[src/ssp_pkg.sv]
`timescale 1ns / 1ps
// Package for the schema spec parser: parse phase type, result kind codes,
// character codes and the structs used by the parser step and the output queue.
// No dependencies.
package ssp_pkg;

  typedef enum logic [3:0] {
    PH_START   = 4'd0,
    PH_NAME    = 4'd1,
    PH_TYPE    = 4'd2,
    PH_TYPE_I  = 4'd3,
    PH_SIZE    = 4'd4,
    PH_AFTER   = 4'd5,
    PH_FLAG1   = 4'd6,
    PH_FLAG2   = 4'd7,
    PH_DISCARD = 4'd8
  } phase_e;

  localparam logic [1:0] KIND_RECORD = 2'd0;
  localparam logic [1:0] KIND_DONE   = 2'd1;
  localparam logic [1:0] KIND_ERROR  = 2'd2;

  localparam logic [1:0] TYPE_I1 = 2'd0;
  localparam logic [1:0] TYPE_I2 = 2'd1;
  localparam logic [1:0] TYPE_I4 = 2'd2;
  localparam logic [1:0] TYPE_C  = 2'd3;

  localparam logic [1:0] LETTER_NONE = 2'd0;
  localparam logic [1:0] LETTER_P    = 2'd1;
  localparam logic [1:0] LETTER_A    = 2'd2;
  localparam logic [1:0] LETTER_N    = 2'd3;

  localparam int unsigned FLAG_PK = 0;
  localparam int unsigned FLAG_AI = 1;
  localparam int unsigned FLAG_NU = 2;

  localparam logic [7:0] CH_NUL   = 8'h00;
  localparam logic [7:0] CH_COLON = 8'h3A;
  localparam logic [7:0] CH_COMMA = 8'h2C;
  localparam logic [7:0] CH_ZERO  = 8'h30;
  localparam logic [7:0] CH_NINE  = 8'h39;
  localparam logic [7:0] CH_ONE   = 8'h31;
  localparam logic [7:0] CH_TWO   = 8'h32;
  localparam logic [7:0] CH_FOUR  = 8'h34;
  localparam logic [7:0] CH_I     = 8'h49;
  localparam logic [7:0] CH_C     = 8'h43;
  localparam logic [7:0] CH_P     = 8'h50;
  localparam logic [7:0] CH_K     = 8'h4B;
  localparam logic [7:0] CH_A     = 8'h41;
  localparam logic [7:0] CH_N     = 8'h4E;
  localparam logic [7:0] CH_U     = 8'h55;

  localparam logic [7:0] SIZE_MAX = 8'd250;
  localparam logic [7:0] SIZE_SAT = 8'd255;

  localparam int unsigned NAME_BYTES = 15;

  typedef struct packed {
    phase_e     phase;
    logic [3:0] name_count;
    logic [1:0] type_held;
    logic [7:0] size_acc;
    logic [2:0] flag_bits;
    logic [1:0] flag_letter;
    logic [6:0] fields_done;
  } ctl_t;

  typedef struct packed {
    logic [1:0]  kind;
    logic [63:0] name_low;
    logic [55:0] name_high;
    logic [3:0]  name_length;
    logic [1:0]  field_type;
    logic [7:0]  field_size;
    logic        is_primary_key;
    logic        is_auto_increment;
    logic        is_nullable;
    logic [6:0]  field_count;
  } res_t;

  typedef struct packed {
    res_t res;
    logic last;
  } qent_t;

endpackage

[src/ssp_step.sv]
`timescale 1ns / 1ps
// Combinational parser step: next parse state and up to two results for one character.
// Depends on ssp_pkg.
module ssp_step #(
  parameter int unsigned NAME_CHARS = 15
) (
  input  logic [7:0]         ch_i,
  input  logic [6:0]         max_fields_i,
  input  ssp_pkg::ctl_t      ctl_i,
  input  logic [7:0]         store_i [NAME_CHARS],
  output ssp_pkg::ctl_t      ctl_o,
  output logic [7:0]         store_o [NAME_CHARS],
  output logic [1:0]         res_cnt_o,
  output ssp_pkg::res_t      res0_o,
  output ssp_pkg::res_t      res1_o
);

  logic [119:0]  name_flat;
  ssp_pkg::res_t rec;
  ssp_pkg::res_t stop_res;
  logic [1:0]    rec_type;
  logic [11:0]   acc_v;
  logic          is_digit;
  logic          do_name, do_type, do_after, do_stop;
  logic [1:0]    stop_kind;
  logic [1:0]    n;

  function automatic ssp_pkg::ctl_t clear_field(input ssp_pkg::ctl_t c);
    ssp_pkg::ctl_t r;
    r             = c;
    r.name_count  = '0;
    r.type_held   = '0;
    r.size_acc    = '0;
    r.flag_bits   = '0;
    r.flag_letter = '0;
    return r;
  endfunction

  // Name bytes beyond the configured store read as zero.
  for (genvar g = 0; g < ssp_pkg::NAME_BYTES; g++) begin : g_name
    if (g < NAME_CHARS) begin : g_used
      assign name_flat[8*g +: 8] = store_i[g];
    end else begin : g_zero
      assign name_flat[8*g +: 8] = 8'h00;
    end
  end

  // A C size closes into a record with the type forced to C.
  assign rec_type = (ctl_i.phase == ssp_pkg::PH_SIZE) ? ssp_pkg::TYPE_C : ctl_i.type_held;
  assign is_digit = (ch_i >= ssp_pkg::CH_ZERO) && (ch_i <= ssp_pkg::CH_NINE);
  assign acc_v    = {1'b0, ctl_i.size_acc, 3'b000} + {3'b000, ctl_i.size_acc, 1'b0}
                  + {8'h00, ch_i[3:0]};

  always_comb begin
    rec                   = '0;
    rec.kind              = ssp_pkg::KIND_RECORD;
    rec.name_low          = name_flat[63:0];
    rec.name_high         = name_flat[119:64];
    rec.name_length       = ctl_i.name_count;
    rec.field_type        = rec_type;
    case (rec_type)
      ssp_pkg::TYPE_I1: rec.field_size = 8'd1;
      ssp_pkg::TYPE_I2: rec.field_size = 8'd2;
      ssp_pkg::TYPE_I4: rec.field_size = 8'd4;
      default:          rec.field_size = ctl_i.size_acc;
    endcase
    rec.is_primary_key    = ctl_i.flag_bits[ssp_pkg::FLAG_PK];
    rec.is_auto_increment = ctl_i.flag_bits[ssp_pkg::FLAG_AI];
    rec.is_nullable       = ctl_i.flag_bits[ssp_pkg::FLAG_NU];
    rec.field_count       = ctl_i.fields_done;
  end

  always_comb begin
    ctl_o     = ctl_i;
    store_o   = store_i;
    n         = 2'd0;
    res0_o    = '0;
    res1_o    = '0;
    stop_res  = '0;
    do_name   = 1'b0;
    do_type   = 1'b0;
    do_after  = 1'b0;
    do_stop   = 1'b0;
    stop_kind = ssp_pkg::KIND_DONE;

    unique case (ctl_i.phase)
      ssp_pkg::PH_START: begin
        if (ch_i == ssp_pkg::CH_NUL || ctl_i.fields_done >= max_fields_i) begin
          do_stop   = 1'b1;
          stop_kind = ssp_pkg::KIND_DONE;
        end else begin
          ctl_o   = clear_field(ctl_o);
          store_o = '{default: '0};
          do_name = 1'b1;
        end
      end
      ssp_pkg::PH_NAME: do_name = 1'b1;
      ssp_pkg::PH_TYPE: do_type = 1'b1;
      ssp_pkg::PH_TYPE_I: begin
        ctl_o.phase = ssp_pkg::PH_AFTER;
        if (ch_i == ssp_pkg::CH_ONE) begin
          ctl_o.type_held = ssp_pkg::TYPE_I1;
        end else if (ch_i == ssp_pkg::CH_TWO) begin
          ctl_o.type_held = ssp_pkg::TYPE_I2;
        end else if (ch_i == ssp_pkg::CH_FOUR) begin
          ctl_o.type_held = ssp_pkg::TYPE_I4;
        end else begin
          do_stop   = 1'b1;
          stop_kind = ssp_pkg::KIND_ERROR;
        end
      end
      ssp_pkg::PH_SIZE: begin
        if (is_digit) begin
          ctl_o.size_acc = (acc_v > 12'd255) ? ssp_pkg::SIZE_SAT : acc_v[7:0];
        end else if (ctl_i.size_acc == 8'd0 || ctl_i.size_acc > ssp_pkg::SIZE_MAX) begin
          do_stop   = 1'b1;
          stop_kind = ssp_pkg::KIND_ERROR;
        end else begin
          ctl_o.type_held = ssp_pkg::TYPE_C;
          do_after        = 1'b1;
        end
      end
      ssp_pkg::PH_AFTER: do_after = 1'b1;
      ssp_pkg::PH_FLAG1: begin
        ctl_o.phase = ssp_pkg::PH_FLAG2;
        if (ch_i == ssp_pkg::CH_P) begin
          ctl_o.flag_letter = ssp_pkg::LETTER_P;
        end else if (ch_i == ssp_pkg::CH_A) begin
          ctl_o.flag_letter = ssp_pkg::LETTER_A;
        end else if (ch_i == ssp_pkg::CH_N) begin
          ctl_o.flag_letter = ssp_pkg::LETTER_N;
        end else begin
          do_stop   = 1'b1;
          stop_kind = ssp_pkg::KIND_ERROR;
        end
      end
      ssp_pkg::PH_FLAG2: begin
        ctl_o.phase = ssp_pkg::PH_AFTER;
        if (ctl_i.flag_letter == ssp_pkg::LETTER_P && ch_i == ssp_pkg::CH_K) begin
          ctl_o.flag_bits[ssp_pkg::FLAG_PK] = 1'b1;
        end else if (ctl_i.flag_letter == ssp_pkg::LETTER_A && ch_i == ssp_pkg::CH_I) begin
          ctl_o.flag_bits[ssp_pkg::FLAG_AI] = 1'b1;
        end else if (ctl_i.flag_letter == ssp_pkg::LETTER_N && ch_i == ssp_pkg::CH_U) begin
          ctl_o.flag_bits[ssp_pkg::FLAG_NU] = 1'b1;
        end else if (!(ctl_i.flag_letter == ssp_pkg::LETTER_N && ch_i == ssp_pkg::CH_N)) begin
          do_stop   = 1'b1;
          stop_kind = ssp_pkg::KIND_ERROR;
        end
      end
      default: begin
        // Discarding up to the terminator; the terminator itself restarts the text.
        if (ch_i == ssp_pkg::CH_NUL) begin
          ctl_o             = clear_field(ctl_o);
          ctl_o.phase       = ssp_pkg::PH_START;
          ctl_o.fields_done = '0;
          store_o           = '{default: '0};
        end else begin
          ctl_o.phase = ssp_pkg::PH_DISCARD;
        end
      end
    endcase

    // A field is complete: either a flag follows or the record goes out.
    if (do_after) begin
      if (ch_i == ssp_pkg::CH_COLON) begin
        ctl_o.phase = ssp_pkg::PH_FLAG1;
      end else begin
        res0_o            = rec;
        n                 = 2'd1;
        ctl_o.fields_done = 7'(ctl_i.fields_done + 7'd1);
        if (ctl_o.fields_done >= max_fields_i || ch_i == ssp_pkg::CH_NUL) begin
          do_stop   = 1'b1;
          stop_kind = ssp_pkg::KIND_DONE;
        end else if (ch_i == ssp_pkg::CH_COMMA) begin
          ctl_o       = clear_field(ctl_o);
          store_o     = '{default: '0};
          ctl_o.phase = ssp_pkg::PH_START;
        end else begin
          ctl_o   = clear_field(ctl_o);
          store_o = '{default: '0};
          do_name = 1'b1;
        end
      end
    end

    if (do_name) begin
      if (ch_i == ssp_pkg::CH_COLON) begin
        ctl_o.phase = ssp_pkg::PH_TYPE;
      end else if (ch_i != ssp_pkg::CH_COMMA && ch_i != ssp_pkg::CH_NUL
                   && ctl_o.name_count < 4'(NAME_CHARS)) begin
        for (int i = 0; i < NAME_CHARS; i++) begin
          if (ctl_o.name_count == 4'(i)) begin
            store_o[i] = ch_i;
          end
        end
        ctl_o.name_count = ctl_o.name_count + 4'd1;
        ctl_o.phase      = ssp_pkg::PH_NAME;
      end else begin
        // A name that cannot take this character hands it to the type.
        do_type = 1'b1;
      end
    end

    if (do_type) begin
      if (ch_i == ssp_pkg::CH_I) begin
        ctl_o.phase = ssp_pkg::PH_TYPE_I;
      end else if (ch_i == ssp_pkg::CH_C) begin
        ctl_o.size_acc = '0;
        ctl_o.phase    = ssp_pkg::PH_SIZE;
      end else begin
        do_stop   = 1'b1;
        stop_kind = ssp_pkg::KIND_ERROR;
      end
    end

    if (do_stop) begin
      stop_res.kind        = stop_kind;
      stop_res.field_count = ctl_o.fields_done;
      if (n == 2'd0) begin
        res0_o = stop_res;
      end else begin
        res1_o = stop_res;
      end
      n = n + 2'd1;
      if (ch_i == ssp_pkg::CH_NUL) begin
        ctl_o             = clear_field(ctl_o);
        ctl_o.phase       = ssp_pkg::PH_START;
        ctl_o.fields_done = '0;
        store_o           = '{default: '0};
      end else begin
        ctl_o.phase = ssp_pkg::PH_DISCARD;
      end
    end

    res_cnt_o = n;
  end

endmodule

[src/ssp_outq.sv]
`timescale 1ns / 1ps
// Four-entry result queue that takes up to two results per cycle and hands out one.
// Depends on ssp_pkg.
module ssp_outq (
  input  logic                clk_i,
  input  logic                rst_ni,
  input  logic [1:0]          push_cnt_i,
  input  ssp_pkg::res_t       push0_i,
  input  ssp_pkg::res_t       push1_i,
  input  logic                pop_i,
  output logic                room_o,
  output logic                valid_o,
  output ssp_pkg::qent_t      head_o
);

  ssp_pkg::qent_t entry_q [4];
  logic [1:0]     wr_ptr_q, wr_ptr_d;
  logic [1:0]     rd_ptr_q, rd_ptr_d;
  logic [2:0]     count_q, count_d;
  logic           pop;

  assign pop     = pop_i && (count_q != 3'd0);
  assign valid_o = (count_q != 3'd0);
  assign head_o  = entry_q[rd_ptr_q];
  // Room for the worst case of two results from the next character.
  assign room_o  = (count_q <= 3'd2);

  always_comb begin
    wr_ptr_d = wr_ptr_q + push_cnt_i;
    rd_ptr_d = rd_ptr_q + {1'b0, pop};
    count_d  = count_q + {1'b0, push_cnt_i} - {2'b00, pop};
  end

  always_ff @(posedge clk_i or negedge rst_ni) begin
    if (!rst_ni) begin
      wr_ptr_q <= '0;
      rd_ptr_q <= '0;
      count_q  <= '0;
    end else begin
      wr_ptr_q <= wr_ptr_d;
      rd_ptr_q <= rd_ptr_d;
      count_q  <= count_d;
    end
  end

  always_ff @(posedge clk_i) begin
    if (push_cnt_i != 2'd0) begin
      entry_q[wr_ptr_q] <= '{res: push0_i, last: (push_cnt_i == 2'd1)};
    end
    if (push_cnt_i == 2'd2) begin
      entry_q[wr_ptr_q + 2'd1] <= '{res: push1_i, last: 1'b1};
    end
  end

endmodule

[src/schema_spec_parser.sv]
`timescale 1ns / 1ps
// Top level of the schema spec parser: input handshake, parse state registers,
// max_fields register and result stream. Depends on ssp_pkg, ssp_step and ssp_outq.
//
// Usage:
// The slave stream carries one text character per item in s_axis_tdata; a zero
// byte ends a text. The master stream carries result items: tuser holds the kind
// (field record, done with count, or error), tdata holds the record payload and
// tlast marks the final result caused by one character. A character can cause no
// result, one result, or a record followed by done.
// A result is queued when its character is accepted and shows on the master side
// after older results. Throughput: one character per cycle while the queue has
// room. The parse step is a single pass of logic between the state registers and
// a four-entry result queue, so the only limit is the master side: a record
// followed by done is two results. s_axis_tready is high while the queue holds
// two results or fewer, so a stalled receiver keeps taking characters until three
// or four results wait and then holds the input off; no result is lost or
// repeated while m_axis_tready is low. The configuration channel is always ready
// and writes max_fields (7 bits); the user must write it only while the block is
// idle (not enforced). Reset clears the parse state to the start of a text, the
// field count to zero, empties the result queue and sets max_fields to 32.
module schema_spec_parser #(
  parameter int unsigned NAME_CHARS = 15
) (
  input  logic         clk_i,
  input  logic         rst_ni,
  // Character stream.
  input  logic         s_axis_tvalid,
  output logic         s_axis_tready,
  input  logic [7:0]   s_axis_tdata,   // [7:0] ch
  // Result stream.
  output logic         m_axis_tvalid,
  input  logic         m_axis_tready,
  // [63:0] name_low, [119:64] name_high, [123:120] name_length,
  // [125:124] field_type, [133:126] field_size, [134] is_primary_key,
  // [135] is_auto_increment, [136] is_nullable, [143:137] field_count
  output logic [143:0] m_axis_tdata,
  output logic [1:0]   m_axis_tuser,   // [1:0] kind
  output logic         m_axis_tlast,
  // Configuration write of max_fields.
  input  logic         cfg_valid_i,
  output logic         cfg_ready_o,
  input  logic [6:0]   cfg_data_i
);

  ssp_pkg::ctl_t  ctl_q, ctl_d;
  logic [7:0]     store_q [NAME_CHARS];
  logic [7:0]     store_d [NAME_CHARS];
  logic [6:0]     max_fields_q;
  logic [1:0]     res_cnt;
  ssp_pkg::res_t  res0, res1;
  ssp_pkg::qent_t head;
  logic           accept;
  logic           room;

  assign accept      = s_axis_tvalid && s_axis_tready;
  assign s_axis_tready = room;
  assign cfg_ready_o = 1'b1;

  ssp_step #(
    .NAME_CHARS (NAME_CHARS)
  ) u_step (
    .ch_i         (s_axis_tdata),
    .max_fields_i (max_fields_q),
    .ctl_i        (ctl_q),
    .store_i      (store_q),
    .ctl_o        (ctl_d),
    .store_o      (store_d),
    .res_cnt_o    (res_cnt),
    .res0_o       (res0),
    .res1_o       (res1)
  );

  // The parse state moves only on an accepted character.
  always_ff @(posedge clk_i or negedge rst_ni) begin
    if (!rst_ni) begin
      ctl_q <= '{phase: ssp_pkg::PH_START, default: '0};
    end else if (accept) begin
      ctl_q <= ctl_d;
    end
  end

  // The name store is cleared at the start of every field before it is read.
  always_ff @(posedge clk_i) begin
    if (accept) begin
      store_q <= store_d;
    end
  end

  always_ff @(posedge clk_i or negedge rst_ni) begin
    if (!rst_ni) begin
      max_fields_q <= 7'd32;
    end else if (cfg_valid_i && cfg_ready_o) begin
      max_fields_q <= cfg_data_i;
    end
  end

  ssp_outq u_outq (
    .clk_i      (clk_i),
    .rst_ni     (rst_ni),
    .push_cnt_i (accept ? res_cnt : 2'd0),
    .push0_i    (res0),
    .push1_i    (res1),
    .pop_i      (m_axis_tready),
    .room_o     (room),
    .valid_o    (m_axis_tvalid),
    .head_o     (head)
  );

  assign m_axis_tuser = head.res.kind;
  assign m_axis_tlast = head.last;
  assign m_axis_tdata = {head.res.field_count,
                         head.res.is_nullable,
                         head.res.is_auto_increment,
                         head.res.is_primary_key,
                         head.res.field_size,
                         head.res.field_type,
                         head.res.name_length,
                         head.res.name_high,
                         head.res.name_low};

endmodule

[config.mk]
export PLATFORM = sky130hd
export DESIGN_NAME = schema_spec_parser
export DESIGN_NICKNAME = d
export VERILOG_FILES = /design/src/ssp_pkg.sv /design/src/ssp_step.sv /design/src/ssp_outq.sv /design/src/schema_spec_parser.sv
export SDC_FILE = /design/constraint.sdc
export NUM_CORES = 1
export LEC_CHECK = 0
export BUFFER_PORTS_ARGS = -buffer_cell sky130_fd_sc_hd__buf_2
export CAP_MARGIN = 40
export CELL_PAD_IN_SITES_DETAIL_PLACEMENT = 0
export CELL_PAD_IN_SITES_GLOBAL_PLACEMENT = 1
export CORE_ASPECT_RATIO = 0.6
export CORE_UTILIZATION = 52
export DETAILED_ROUTE_END_ITERATION = 12
export GPL_TIMING_DRIVEN = 0
export PLACE_DENSITY_LB_ADDON = 0.1
export SETUP_SLACK_MARGIN = 0.02
export SYNTH_ARGS = -nofsm -noshare
export SYNTH_HDL_FRONTEND = slang
export SYNTH_HIERARCHICAL = 1
export SYNTH_SLANG_ARGS = --single-unit
export TNS_END_PERCENT = 30
[constraint.sdc]
create_clock -name clk_i -period 16.6 [get_ports clk_i]
set_clock_uncertainty 0.15 [all_clocks]
set_input_delay 3.32 -clock clk_i [delete_from_list [all_inputs] [get_ports clk_i]]
set_output_delay 3.32 -clock clk_i [all_outputs]
set_load 0.02 [all_outputs]
==> run summary <==
via count - 30300
yosys warns - 6
Startpoint Class - input port
Core Footprint - 75700 um^2
insertion delay to the later sink of the worst-skew pair - 0.65 ns
Final Hold Fails - 0
Initial Util - 52.7%
final WL - 126 mm
largest net degree at the start of global routing - 73
Hold Path Stages - 1
overall routing resource usage - 32.0%
clk root buf - clkbuf_16
hold_buf cts - 0
syn avg cell area - 12.8 um^2
DRC - 0
CTS resizes - 0
unique cell type count in the Yosys netlist - 86
Pre-antenna DRT Iters - 7
RSZ-0062 raised after global routing - false
IO Port Bufs - 166
Starting DRT DRC Count - 4342
VDD IR-drop max - 0.106 mV
cell count after synthesis - 3104
GRT overflow - 0
Core Rows - 78
Sink Count - 752
worst-path maximum fanout - 23
Async S/R FF share, synth - 5.85%
R2R cell count - 31
crit share post-route - 63.9%
first-pass GRT wire length - 187 mm
Max Fclk - 94.2 MHz
Worst-Margin Slew - 0.955 ns
Layout Nets - 3573
Critical Path Sink Type - flip-flop
DIE HEIGHT - 217 um
final setup vio count - 0
Setup CP Type - input port to flip-flop
DRT antenna net count - 0
register bit total from synthesis - 752
CTS tree - yes
Arr. time, crit path - 10.80 ns
sequential area share after synthesis - 56.0%
EDFF count, synth - 704
smallest hold slack - 0.355 ns
I/O Pins - 170
gpl congestion - 0.921
antenna violations before repair - 6
Die Area - 77800 um^2
Power per Cell Area - 136 nW/um^2
CTS buffer count - 73
Die Wd - 360 um
Min-Delay Path Class - flip-flop to flip-flop
max-slew violation count - 0
Worst-path clk slew - 0.07 ns
share of layout cells above drive strength 1 - 23.2%
Core Util, Final - 60.2%
area added between synthesis and finish - 14.3%
Setup Buffers After CTS - 0
Data required, critical path - 16.79 ns
max-cap violations - 0
number of global-route vias before repair - 29200
synthesized area - 39900 um^2
Rel. slew slack - 35.5%
minimum clock period - 10.61 ns
PnR worst setup slack - 5.99 ns
run status - finished clean
pre-CTS WS - 5.55 ns
CTS Buffer Depth - 3
LEAKAGE - 17.3 nW
hpwl dp - 87.6 mm
Vias/cell - 6.63
most used flip-flop cell after synthesis - edfxtp_1
Final Power - 6.21 mW
CTS H-tree depth - 3
WL/cell - 27.6 um
## worst paths after layout
path	from	endpoint	slack [ns]
max	s_axis_tdata[4]	u_outq/entry_q[3][80]$_DFFE_PP_	5.99
min	u_outq/wr_ptr_q[0]$_DFF_PN0_	u_outq/wr_ptr_q[0]$_DFF_PN0_	0.35
max reg2reg	ctl_q[0]$_DFFE_PN0P_	u_outq/entry_q[3][80]$_DFFE_PP_	7.58
min reg2reg	u_outq/wr_ptr_q[0]$_DFF_PN0_	u_outq/wr_ptr_q[0]$_DFF_PN0_	0.35
max in group asynchronous	rst_ni	max_fields_q[5]$_DFFE_PN1P_	13.09
min in group asynchronous	rst_ni	u_outq/count_q[0]$_DFF_PN0_	2.56
## Yosys cell counts, types with 43 or more instances
| library cell | number | area (um^2) |
|---|---|---|
| a21oi_1 | 154 | 771 |
| a32o_1 | 284 | 2840 |
| a32oi_1 | 144 | 1260 |
| and3_1 | 126 | 788 |
| buf_2 | 96 | 480 |
| buf_4 | 174 | 1310 |
| clkbuf_1 | 157 | 589 |
| dfrtp_1 | 43 | 1080 |
| edfxtp_1 | 704 | 21100 |
| mux4_2 | 147 | 3310 |
| nand2_1 | 167 | 627 |
| nand3_1 | 121 | 606 |
| nor2_1 | 352 | 1320 |
## power breakdown
| group | internal [mW] | switching, mW |
|---|---|---|
| Clock | 1.00 | 0.757 |
| Combinational | 0.786 | 1.35 |
| Sequential | 2.23 | 0.0798 |
## area by class of cell
| cell class | instances | area (um^2) |
|---|---|---|
| buffer | 465 | 2620 |
| antenna | 1 | 2.50 |
| fill | 5983 | 30200 |
| multi-input combinational | 1986 | 15300 |
| timing repair buffer | 196 | 1410 |
| tap | 1000 | 1250 |
| clock buffer | 82 | 1890 |
| sequential | 752 | 22300 |
| inverter | 38 | 145 |
| clock inverter | 48 | 586 |
## state kept, by name, summed over array words and instances, names as in the netlist
register / cells
store_q: 120
max_fields_q: 7
u_outq/wr_ptr_q: 2
u_outq/rd_ptr_q: 2
ctl_q: 30
u_outq/entry_q: 588
u_outq/count_q: 3
## per-stage QoR
stage / std cells / TNS (ns) / instance area, um^2
final: 4568 / 0 / 45600
after global routing: 4568 / 0 / 45600
after CTS: 4567 / 0 / 45600
after detailed placement: 4437 / 0 / 43100
after global placement: 4407 / -1326.93 / 42500
after floorplan: 3241 / 0 / 40400
## routing by layer
metal	wire [um]	vias up	track usage, %
met2	53100	1969	44.8
li1	-	12900	-
met3	14600	197	6.81
met5	13	-	0
met1	55100	15200	50.0
met4	3210	2	8.90
## worst max-delay path: stages
cell and delay, ns:
buf_2 0.10, buf_2 0.27, nor4bb_1 0.87, a21bo_2 0.33, o31ai_4 0.15, nand2_1 0.19, and2_1 0.21, clkbuf_1 0.39
nand2_1 0.22, inv_1 0.13, ha_1 0.27, o2111ai_1 0.27, a21oi_1 0.42, a21o_1 0.33, ha_1 0.19, and3_2 0.16
buf_2 0.18, buf_2 0.25, buf_1 0.43, mux2i_1 0.30, nor2_4 0.67, buf_12 0.29, buf_12 0.21, buf_12 0.21
buf_16 0.18, buf_12 0.19
## cells in the final DEF, fill, tap and decap left out, types with 25 or more instances in the layout
cell	instances
a21oi_1	154
a32o_1	284
a32oi_1	144
and3_1	126
buf_1	25
buf_2	262
buf_4	174
clkbuf_1	164
clkbuf_16	74
conb_1	139
dfrtp_1	43
edfxtp_1	704
ha_1	38
inv_1	37
mux2_4	29
mux4_2	147
nand2_1	167
nand3_1	121
nor2_1	350
o21ai_0	28
## cells by family after synthesis
logic type      after synthesis  synth area share [%]
mux                         186                  9.67
xor+xnor                     20                 0.439
fa+ha+maj                    41                  1.34
flops                       752                  56.0
simple gates                897                  11.1
compound gates              703                  14.5
buf+inv                     503                  6.94
other cells                   2                0.0188
Power figures use the tool's default switching activity.
